## src/hdl/utf8_stream_decoder_top_defines.svh

```systemverilog
// Assertion macros of the UTF-8 stream decoder, used by the decode module.
`ifndef UTF8_STREAM_DECODER_TOP_DEFINES_SVH
`define UTF8_STREAM_DECODER_TOP_DEFINES_SVH

// Same-cycle implication, checked on every rising clock edge outside reset.
`define U8SD_ASSERT_SAME(label, clk, rstn, ante, cons) \
  label: assert property (@(posedge clk) disable iff (!(rstn)) (ante) |-> (cons)) \
    else $error("u8sd assertion failed");

// Next-cycle implication, checked on every rising clock edge outside reset.
`define U8SD_ASSERT_NEXT(label, clk, rstn, ante, cons) \
  label: assert property (@(posedge clk) disable iff (!(rstn)) (ante) |=> (cons)) \
    else $error("u8sd assertion failed");

`endif

```

## src/hdl/u8sd_pkg.sv

```systemverilog
// Types, constants and the lead byte decoder of the UTF-8 stream decoder.
`timescale 1ns / 1ps

package u8sd_pkg;

  localparam int unsigned CpWidth    = 31;
  localparam int unsigned ByteWidth  = 8;
  localparam int unsigned CountWidth = 3;
  localparam int unsigned ContBits   = 6;

  localparam logic [7:0] ContMask = 8'h3F;

  typedef enum logic [1:0] {
    ERR_NONE  = 2'd0,
    ERR_LEAD  = 2'd1,
    ERR_TRUNC = 2'd2
  } err_kind_e;

  typedef struct packed {
    logic [ByteWidth-1:0] data_byte;
    logic                 last_byte;
  } in_item_t;

  typedef struct packed {
    logic [CpWidth-1:0] code_point;
    logic [1:0]         error_kind;
  } out_item_t;

  typedef struct packed {
    logic                  ascii;
    logic                  lead_ok;
    logic [CountWidth-1:0] count;
    logic [4:0]            bits;
  } lead_t;

  function automatic lead_t decode_lead(input logic [7:0] b);
    lead_t r;
    r = '0;
    if ((b & 8'h80) == 8'h00) begin
      r.ascii = 1'b1;
    end else if ((b & 8'hE0) == 8'hC0) begin
      r.lead_ok = 1'b1;
      r.count   = 3'd1;
      r.bits    = b[4:0];
    end else if ((b & 8'hF0) == 8'hE0) begin
      r.lead_ok = 1'b1;
      r.count   = 3'd2;
      r.bits    = {1'b0, b[3:0]};
    end else if ((b & 8'hF8) == 8'hF0) begin
      r.lead_ok = 1'b1;
      r.count   = 3'd3;
      r.bits    = {2'b00, b[2:0]};
    end else if ((b & 8'hFC) == 8'hF8) begin
      r.lead_ok = 1'b1;
      r.count   = 3'd4;
      r.bits    = {3'b000, b[1:0]};
    end else if ((b & 8'hFE) == 8'hFC) begin
      r.lead_ok = 1'b1;
      r.count   = 3'd5;
      r.bits    = {4'b0000, b[0]};
    end
    return r;
  endfunction

endpackage

```

## src/hdl/u8sd_in_stage.sv

```systemverilog
// Input register stage of the UTF-8 stream decoder.
`timescale 1ns / 1ps

module u8sd_in_stage (
  input  logic                clk_i,
  input  logic                rst_ni,
  input  logic                in_valid_i,
  output logic                in_ready_o,
  input  u8sd_pkg::in_item_t  in_data_i,
  output logic                item_valid_o,
  input  logic                item_take_i,
  output u8sd_pkg::in_item_t  item_o
);

  logic               valid_q;
  u8sd_pkg::in_item_t data_q;

  assign in_ready_o   = !valid_q || item_take_i;
  assign item_valid_o = valid_q;
  assign item_o       = data_q;

  always_ff @(posedge clk_i or negedge rst_ni) begin
    if (!rst_ni) begin
      valid_q <= 1'b0;
    end else if (in_ready_o) begin
      valid_q <= in_valid_i;
    end
  end

  always_ff @(posedge clk_i) begin
    if (in_valid_i && in_ready_o) begin
      data_q <= in_data_i;
    end
  end

endmodule

```

## src/hdl/u8sd_decode.sv

```systemverilog
// Decode step of the UTF-8 stream decoder: sequence state and accumulator update.
`timescale 1ns / 1ps

`include "utf8_stream_decoder_top_defines.svh"

module u8sd_decode (
  input  logic                clk_i,
  input  logic                rst_ni,
  input  logic                item_valid_i,
  output logic                item_take_o,
  input  u8sd_pkg::in_item_t  item_i,
  output logic                res_valid_o,
  input  logic                res_ready_i,
  output u8sd_pkg::out_item_t res_o
);

  logic [u8sd_pkg::CountWidth-1:0] bytes_left_q, bytes_left_d;
  logic [u8sd_pkg::CpWidth-1:0]    partial_q, partial_d;
  logic [u8sd_pkg::CountWidth-1:0] left_dec;
  logic [u8sd_pkg::CpWidth-1:0]    acc;
  u8sd_pkg::lead_t                 lead;
  logic                            emit;

  assign lead     = u8sd_pkg::decode_lead(item_i.data_byte);
  assign left_dec = bytes_left_q - 3'd1;
  assign acc      = {partial_q[u8sd_pkg::CpWidth-u8sd_pkg::ContBits-1:0],
                     item_i.data_byte[u8sd_pkg::ContBits-1:0]};

  always_comb begin
    bytes_left_d     = bytes_left_q;
    partial_d        = partial_q;
    emit             = 1'b0;
    res_o.code_point = '0;
    res_o.error_kind = u8sd_pkg::ERR_NONE;
    if (bytes_left_q == '0) begin
      if (lead.ascii) begin
        emit             = 1'b1;
        res_o.code_point = {23'd0, item_i.data_byte};
      end else if (!lead.lead_ok) begin
        emit             = 1'b1;
        res_o.error_kind = u8sd_pkg::ERR_LEAD;
      end else if (item_i.last_byte) begin
        emit             = 1'b1;
        res_o.error_kind = u8sd_pkg::ERR_TRUNC;
        partial_d        = '0;
      end else begin
        bytes_left_d = lead.count;
        partial_d    = {26'd0, lead.bits};
      end
    end else begin
      bytes_left_d = left_dec;
      partial_d    = acc;
      if (left_dec == '0) begin
        emit             = 1'b1;
        res_o.code_point = acc;
        partial_d        = '0;
      end else if (item_i.last_byte) begin
        emit             = 1'b1;
        res_o.error_kind = u8sd_pkg::ERR_TRUNC;
        bytes_left_d     = '0;
        partial_d        = '0;
      end
    end
  end

  assign res_valid_o = item_valid_i && emit;
  assign item_take_o = item_valid_i && (!emit || res_ready_i);

  always_ff @(posedge clk_i or negedge rst_ni) begin
    if (!rst_ni) begin
      bytes_left_q <= '0;
      partial_q    <= '0;
    end else if (item_take_o) begin
      bytes_left_q <= bytes_left_d;
      partial_q    <= partial_d;
    end
  end

  `U8SD_ASSERT_SAME(a_error_zero_cp, clk_i, rst_ni,
    res_valid_o && (res_o.error_kind != u8sd_pkg::ERR_NONE), res_o.code_point == '0)
  `U8SD_ASSERT_SAME(a_count_bounded, clk_i, rst_ni, 1'b1, bytes_left_q <= 3'd5)
  `U8SD_ASSERT_NEXT(a_last_ends_seq, clk_i, rst_ni,
    item_take_o && item_i.last_byte, bytes_left_q == '0)
  `U8SD_ASSERT_NEXT(a_cont_counts_down, clk_i, rst_ni,
    item_take_o && (bytes_left_q != '0) && !item_i.last_byte,
    bytes_left_q == ($past(bytes_left_q) - 3'd1))

endmodule

```

## src/hdl/u8sd_out_stage.sv

```systemverilog
// Result register stage of the UTF-8 stream decoder.
`timescale 1ns / 1ps

module u8sd_out_stage (
  input  logic                clk_i,
  input  logic                rst_ni,
  input  logic                res_valid_i,
  output logic                res_ready_o,
  input  u8sd_pkg::out_item_t res_i,
  output logic                out_valid_o,
  input  logic                out_ready_i,
  output u8sd_pkg::out_item_t out_data_o
);

  logic                valid_q;
  u8sd_pkg::out_item_t data_q;

  assign res_ready_o = !valid_q || out_ready_i;
  assign out_valid_o = valid_q;
  assign out_data_o  = data_q;

  always_ff @(posedge clk_i or negedge rst_ni) begin
    if (!rst_ni) begin
      valid_q <= 1'b0;
    end else if (res_ready_o) begin
      valid_q <= res_valid_i;
    end
  end

  always_ff @(posedge clk_i) begin
    if (res_valid_i && res_ready_o) begin
      data_q <= res_i;
    end
  end

endmodule

```

## src/hdl/utf8_stream_decoder_top.sv

```systemverilog
// Top level of the UTF-8 stream decoder.
`timescale 1ns / 1ps

// Decodes UTF-8 text, including the legacy five- and six-byte forms, one byte per
// transfer and returns one code point transfer when a sequence completes. An invalid
// lead byte gives a result with error kind 1, and a sequence cut short by the last
// byte flag gives error kind 2; both carry a zero code point. A byte passes through
// an input register and then a single decode step that shifts six bits into the
// accumulator before reaching the result register. A result is written to the
// result register when the decode step takes its final byte from the input register,
// and one byte is accepted in every cycle while the output side keeps up. Continuation
// bytes and overlong forms are not checked.

module utf8_stream_decoder_top (
  input  logic                clk_i,
  input  logic                rst_ni,
  input  logic                in_valid_i,
  output logic                in_ready_o,
  input  u8sd_pkg::in_item_t  in_data_i,
  output logic                out_valid_o,
  input  logic                out_ready_i,
  output u8sd_pkg::out_item_t out_data_o
);

  logic                item_valid;
  logic                item_take;
  u8sd_pkg::in_item_t  item;
  logic                res_valid;
  logic                res_ready;
  u8sd_pkg::out_item_t res;

  u8sd_in_stage u_in_stage (
    .clk_i       (clk_i),
    .rst_ni      (rst_ni),
    .in_valid_i  (in_valid_i),
    .in_ready_o  (in_ready_o),
    .in_data_i   (in_data_i),
    .item_valid_o(item_valid),
    .item_take_i (item_take),
    .item_o      (item)
  );

  u8sd_decode u_decode (
    .clk_i       (clk_i),
    .rst_ni      (rst_ni),
    .item_valid_i(item_valid),
    .item_take_o (item_take),
    .item_i      (item),
    .res_valid_o (res_valid),
    .res_ready_i (res_ready),
    .res_o       (res)
  );

  u8sd_out_stage u_out_stage (
    .clk_i      (clk_i),
    .rst_ni     (rst_ni),
    .res_valid_i(res_valid),
    .res_ready_o(res_ready),
    .res_i      (res),
    .out_valid_o(out_valid_o),
    .out_ready_i(out_ready_i),
    .out_data_o (out_data_o)
  );

endmodule
```

## config.mk

```make
export PLATFORM = sky130hd
export DESIGN_NAME = utf8_stream_decoder_top
export DESIGN_NICKNAME = d
export VERILOG_FILES = /design/src/hdl/u8sd_pkg.sv /design/src/hdl/u8sd_in_stage.sv /design/src/hdl/u8sd_decode.sv /design/src/hdl/u8sd_out_stage.sv /design/src/hdl/utf8_stream_decoder_top.sv
export VERILOG_INCLUDE_DIRS = /design/src /design/src/hdl
export SDC_FILE = /design/constraint.sdc
export NUM_CORES = 1
export LEC_CHECK = 0
export BUFFER_PORTS_ARGS = -buffer_cell sky130_fd_sc_hd__buf_2
export CORE_ASPECT_RATIO = 2
export CORE_MARGIN = 2
export CORE_UTILIZATION = 42
export DETAILED_ROUTE_END_ITERATION = 16
export MAX_ROUTING_LAYER = met4
export PLACE_DENSITY = 0.74
export SYNTH_ARGS = -nofsm -noshare
export SYNTH_HDL_FRONTEND = slang
export SYNTH_SLANG_ARGS = --single-unit
export TNS_END_PERCENT = 5
```

## constraint.sdc

```tcl
create_clock -name clk_i -period 9.1 [get_ports clk_i]
set_input_delay 0 -clock clk_i [delete_from_list [all_inputs] [get_ports clk_i]]
set_output_delay 0 -clock clk_i [all_outputs]
set_load 0.1 [all_outputs]
```

* After elaboration in Yosys (flattened, before gate mapping)
Index checks and enable logic that the tools add are counted.
** Operators by class
- Eq/ne operators :: 8
- Add/sub/neg operators :: 1
- Reduce and logical (&&, ||, !) cells :: 15
- Muxes and demuxes :: 31
** Operator list (count)
- 25-bit two-way mux :: 5
- 9-bit two-way mux :: 6
- 33-bit two-way mux :: 1
- 31-bit two-way mux :: 1
- 3-bit two-way mux :: 6
- 8-bit logical NOT :: 1
- 2-bit two-way mux :: 4
- 8-bit two-way mux :: 1
- 7-bit == test (second input constant) :: 1
- 6-bit == test (second input constant) :: 1
- 3-bit logical NOT :: 2
- 1-bit two-way mux :: 6
- 5-bit == test (second input constant) :: 1
- 5-bit two-way mux :: 1
- 4-bit == test (second input constant) :: 1
- 1-bit logical AND :: 4
- 2-bit inequality test (second input constant) :: 2
- 4-bit AND reduction :: 1
- 3-bit == test (second input constant) :: 1
- 1-bit logical NOT :: 3
- 1-bit logical OR :: 3
- 3-bit AND reduction :: 1
- 3-bit by 1-bit subtractor with 3-bit output (second input constant) :: 1
- 2-bit by 1-bit inequality test with 1-bit output (second input constant) :: 1
** Storage, ports and cells
- Input bits :: 13
- Word-level logic and storage cells :: 63
- Output and inout port bits :: 35
- Flip-flop bits (word level) :: 72

* Depth between registers and ports, before layout
- Word-level depth :: 15
- Depth in mapped cells :: 9
- Mapped depth without buffers :: 7

* By module
Synthesis repeated with hierarchy kept, for this count alone.
** Unflattened totals
- Cell total of the unflattened synthesis :: 256
- Area total of the unflattened synthesis :: 3226.8 µm²
** By module, submodules not included
- u8sd_decode :: cells each 206, area each 1858.0 µm², seq. area each 700.7 µm², instances 1
- u8sd_out_stage :: cells each 37, area each 1044.8 µm², seq. area each 1016.0 µm², instances 1
- u8sd_in_stage :: cells each 13, area each 324.1 µm², seq. area each 295.3 µm², instances 1

* Worst setup path after synthesis
OpenSTA, ideal clock, no wires.
- Kind :: register to register
- Start :: register u_decode.bytes_left_q[0] (netlist name)
- End :: register u_out_stage.data_q (netlist bit u_out_stage.out_data_o[0]) (enable)
- Clock period less this slack :: 3.314 ns
- Stages on the path, launching flop included :: 7
- Arrival time :: 2.888 ns
- Data required time :: 8.673 ns
- Slack :: 5.786 ns
- Path buffers :: 0
- Library setup time :: 0.427 ns
- Path through :: dfrtp_1 inv_1 ha_1 or3_4 a21boi_2 o31ai_1 nor2b_1
** Between the ends
- Word-level cells in the longest chain between the ends :: 6
- Elaborated cells between the ends (all ways) :: 7
- Those cells by class :: 1 x add/sub; 2 x mux; 4 x reduce/logical
** RTL lines
- start, declared :: line u8sd_decode.sv:17 : logic [u8sd_pkg::CountWidth-1:0] bytes_left_q, bytes_left_d;
- start signal, assigned :: line u8sd_decode.sv:74 : bytes_left_q <= bytes_left_d;
- 3-bit by 1-bit subtractor with 3-bit output :: line u8sd_decode.sv:25 : assign left_dec = bytes_left_q - 3'd1;
- 3-bit logical NOT :: line u8sd_decode.sv:53 : if (left_dec == '0) begin
- 1-bit two-way mux :: line u8sd_decode.sv:53
- 1-bit two-way mux (*) :: line u8sd_decode.sv:35 : if (bytes_left_q == '0) begin
- 1-bit logical AND (*) :: line u8sd_decode.sv:66 : assign res_valid_o = item_valid_i && emit;
- 1-bit logical AND (*) :: line u8sd_out_stage.sv:31 : if (res_valid_i && res_ready_o) begin
- end signal, assigned :: line u8sd_out_stage.sv:32 : data_q <= res_i;
- end, declared :: line u8sd_out_stage.sv:16 : u8sd_pkg::out_item_t data_q;
Every way passes the cells marked *; elsewhere a longest branch is shown, timed or not.
A chain may end at the register's enable or synchronous reset.

* Worst setup path after layout
- Start :: register u_decode.bytes_left_q[0] (netlist name)
- End :: output in_ready_o
** Between the ends
- Word-level cells in the longest chain between the ends :: 8
- Elaborated cells between the ends (all ways) :: 9
- Those cells by class :: 1 x add/sub; 2 x mux; 6 x reduce/logical
** RTL lines
- 3-bit by 1-bit subtractor with 3-bit output :: line u8sd_decode.sv:25
- 3-bit logical NOT :: line u8sd_decode.sv:53
- 1-bit two-way mux :: line u8sd_decode.sv:53
- 1-bit two-way mux (*) :: line u8sd_decode.sv:35
- 1-bit logical NOT (*) :: line u8sd_decode.sv:67 : assign item_take_o = item_valid_i && (!emit || res_ready_i);
- 1-bit logical OR (*) :: line u8sd_decode.sv:67
- 1-bit logical AND (*) :: line u8sd_decode.sv:67
- 1-bit logical OR (*) :: line u8sd_in_stage.sv:18 : assign in_ready_o = !valid_q || item_take_i;
- end, declared :: line utf8_stream_decoder_top.sv:18 : output logic in_ready_o,
Marked as above.

==> flow_metrics.tcl <==
set metrics [dict create \
    critPathKind "flop to output port" \
    pwr_density_cell_nw_per_um2 370 \
    seq_area_frac_synth_pct 67.8 \
    route.met3.wl_um 204 \
    ios 48 \
    yosys_warnings 0 \
    initialDrtViolationCount 94 \
    p_seq_share_pct 34.2 \
    vdd_drop_max_uv 171 \
    sw_frac_of_total_pct 43.2 \
    cp-start-kind "flop" \
    crit_arrival_ps 3190 \
    ys.flop_type "edfxtp_1" \
    grt_start_max_net_pins 34 \
    post_cts_buffers 0 \
    syn-mean-instance-area_um2 14.4 \
    fill_cells 636 \
    fin_setup_tns_ps 0 \
    place_congestion 0.847 \
    synth-edff-count 42 \
    cap_violations 0 \
    worstPathCellList "inv_1 -> ha_1 -> or3_4 -> a21boi_2 -> o31ai_1 -> or2_4 -> buf_2" \
    final_nets 282 \
    h-tree-depth 3 \
    clk_path_buf_depth 2 \
    initial_core_util_pct 43.1 \
    p_clk_share_pct 25.8 \
    die_x_um 63.4 \
    synthAdderAreaFrac_pct 1.26 \
    first_pass_iters 4 \
    yosys_register_bits 72 \
    first_global_vias 1751 \
    worstPathRequired_ps 9100 \
    outcome "complete, no violations" \
    finalSetupViolCount 0 \
    synth_top_family_by_area "simple AND/OR/NAND/NOR gates" \
    met1_length_um 1860 \
    crit_fanout 30 \
    ant_nets 0 \
    gr-usage-all-layers_pct 15.0 \
    die_area_um2 7800 \
    grt_pass1_wl_um 8340 \
    highest_layer "met4" \
    die_y_um 123 \
    synth-compound-area-share_pct 12.6 \
    clk_latency_ps 330 \
    ys_types 40 \
    synthCells 206 \
    vias 1828 \
    cp-end-kind "output port" \
    fmax_mhz 314 \
    cts.sinks 72 \
    area_growth_pct 23.0 \
    hold_path_class "input port to flop" \
    wl_per_cell_um 14.5 \
    cpMaxStageDelayCell "a21boi_2" \
    slew_headroom_pct 30.1 \
    syn_nets 222 \
    grt-ovfl-total 0 \
    post-route-util_pct 53.0 \
    synth_area_um2 2970 \
    fin_crit_sh_pct 35.0 \
    finalCriticalPeriod_ps 3190 \
    drc 0 \
    cts_root_buffer "clkbuf_16" \
    vias_per_cell 5.06 \
    diodes 0 \
    yosys.area_share.xor_xnor_pct 0.295 \
    routed_wirelength_um 5250 \
    synth_simple_gate_area_share_pct 13.8 \
    portBuffers 47 \
    power.switching_w 0.000582 \
    core_um2 6890 \
    wl_met2_um 3070 \
    cts_tree "built" \
    tightest_slew_ps 1040 \
    hold_viol 0 \
    reg2reg_slack_ps 5930 \
    drv_slew 0 \
    fin_cells 361 \
    p_comb_share_pct 40.0 \
    hpwl_um 3540 \
    power.leakage_nw 1.55 \
    intPower_w 0.000767 \
    finClkSkew_ps 7.89 \
    antenna_found_initial 0 \
    cpPeakStageDelay_ps 790 \
    place_inst 334 \
    rsz0062_at_grt "no" \
    rows 43 \
    cts.clk_slew.worst_paths_ps 50 \
    cts_buffers 9 \
    drive_above_1_share_pct 27.3 \
    ys_async_sr_fraction_pct 41.7 \
    synthMuxAreaShare_pct 0.843 \
]
## critical path: cells and delay by family, from the launching register on
family | cells | cell delay (ps)
compound gates | 2 | 1070
fa+ha+maj | 1 | 290
buf+inv | 2 | 380
flops | 1 | 390
simple gates | 2 | 730
## cells in the final DEF, fill, tap and decap left out, types with 3 or more instances in the layout
| cell | Yosys | routed |
|---|---|---|
| a21oi_1 | 4 | 4 |
| a22o_1 | 22 | 22 |
| and2_1 | 25 | 25 |
| buf_2 | 2 | 47 |
| clkbuf_16 | 0 | 9 |
| dfrtp_1 | 30 | 30 |
| dlygate4sd3_1 | 0 | 11 |
| edfxtp_1 | 42 | 42 |
| ha_1 | 3 | 3 |
| inv_1 | 4 | 4 |
| nand2_1 | 9 | 9 |
| nand2b_1 | 3 | 3 |
| nor2_1 | 8 | 8 |
| nor2b_1 | 8 | 7 |
| o21ai_0 | 9 | 9 |
| o21ai_1 | 3 | 3 |
## power by group through the flow
stage          Clock (W)  Combinational [W]  Sequential (W)
3_3_place_gp           0           0.000530        0.000466
6_report        0.000348           0.000540        0.000462
5_1_grt         0.000367           0.000574        0.000468
2_1_floorplan          0           0.000219        0.000721
3_5_place_dp           0           0.000539        0.000469
4_1_cts         0.000352           0.000544        0.000462
## synthesized netlist by cell type, types with 2 or more instances
master	count	area share [%]
inv_1	4	0.51
buf_2	2	0.34
a21oi_1	4	0.67
o21ai_0	9	1.5
buf_6	4	1.5
nand2_1	9	1.1
dfrtp_1	30	25
ha_1	3	1.3
a22o_1	22	6.5
edfxtp_1	42	42
o21ai_1	3	0.51
nand2b_1	3	0.63
and2_1	25	5.3
nor2b_1	8	1.7
buf_4	4	1.0
a32o_1	2	0.67
nor2_1	8	1.0
or3_4	2	0.76
## registers in the layout (all words and copies together) (netlist names)
| register | cells |
|---|---|
| u_out_stage.out_data_o | 33 |
| u_decode.partial_q | 25 |
| u_in_stage.item_o | 9 |
| u_decode.bytes_left_q | 3 |
| u_in_stage.item_valid_o | 1 |
| u_out_stage.out_valid_o | 1 |
## metal layers
layer  up-vias  global-route usage, %
met5         -                      -
met2        51                   27.7
met3        11                   3.57
met1       894                   13.7
li1        872                      -
met4         0                   8.56
## what timing repair did
item | in CTS | in global routing
gates resized for setup | 0 | 0
hold buffers | 11 | 0
hold endpoints to repair | 40 | 0
## cells by family (layout without fill, tap and decap cells)
kind of cell / after synthesis / in the layout
flops: 72 / 72
simple gates: 65 / 65
compound gates: 49 / 49
buf+inv: 14 / 79
fa+ha+maj: 3 / 3
mux: 2 / 2
xor+xnor: 1 / 1
## path summary, 6_finish.rpt
path                                     startpoint                        end  depth (start not counted)
max                        u_decode.bytes_left_q[0]                 in_ready_o                          7
min                                     out_ready_i    u_out_stage.out_valid_o                          3
max reg2reg                u_decode.bytes_left_q[0]  u_out_stage.out_data_o[3]                          7
min reg2reg                  u_decode.partial_q[20]     u_decode.partial_q[20]                          1
max in group asynchronous                    rst_ni    u_out_stage.out_valid_o                          2
min in group asynchronous                    rst_ni     u_decode.partial_q[11]                          2
## metrics by stage
step           instance area, um2  hold slack (ps)  setup slack [ps]  power [W]
2_1_floorplan                2970             -296              5790   0.000941
3_3_place_gp                 3240             70.1              6080   0.000996
3_5_place_dp                 3240             85.4              5920    0.00101
4_1_cts                      3650             9.79              5850    0.00136
5_1_grt                      3650             30.5              5630    0.00141
6_report                     3650             3.02              5910    0.00135
## layout make-up
cell class	count	area, um2	area share (%)
well taps	90	113	3.08
clock inverters	3	40.0	1.10
multi-input cells	120	858	23.5
inverters	4	15.0	0.411
clock buffers	13	260	7.13
repair buffers	59	353	9.66
flip-flops and latches	72	2010	55.1
(Power assumes the default switching activity.)
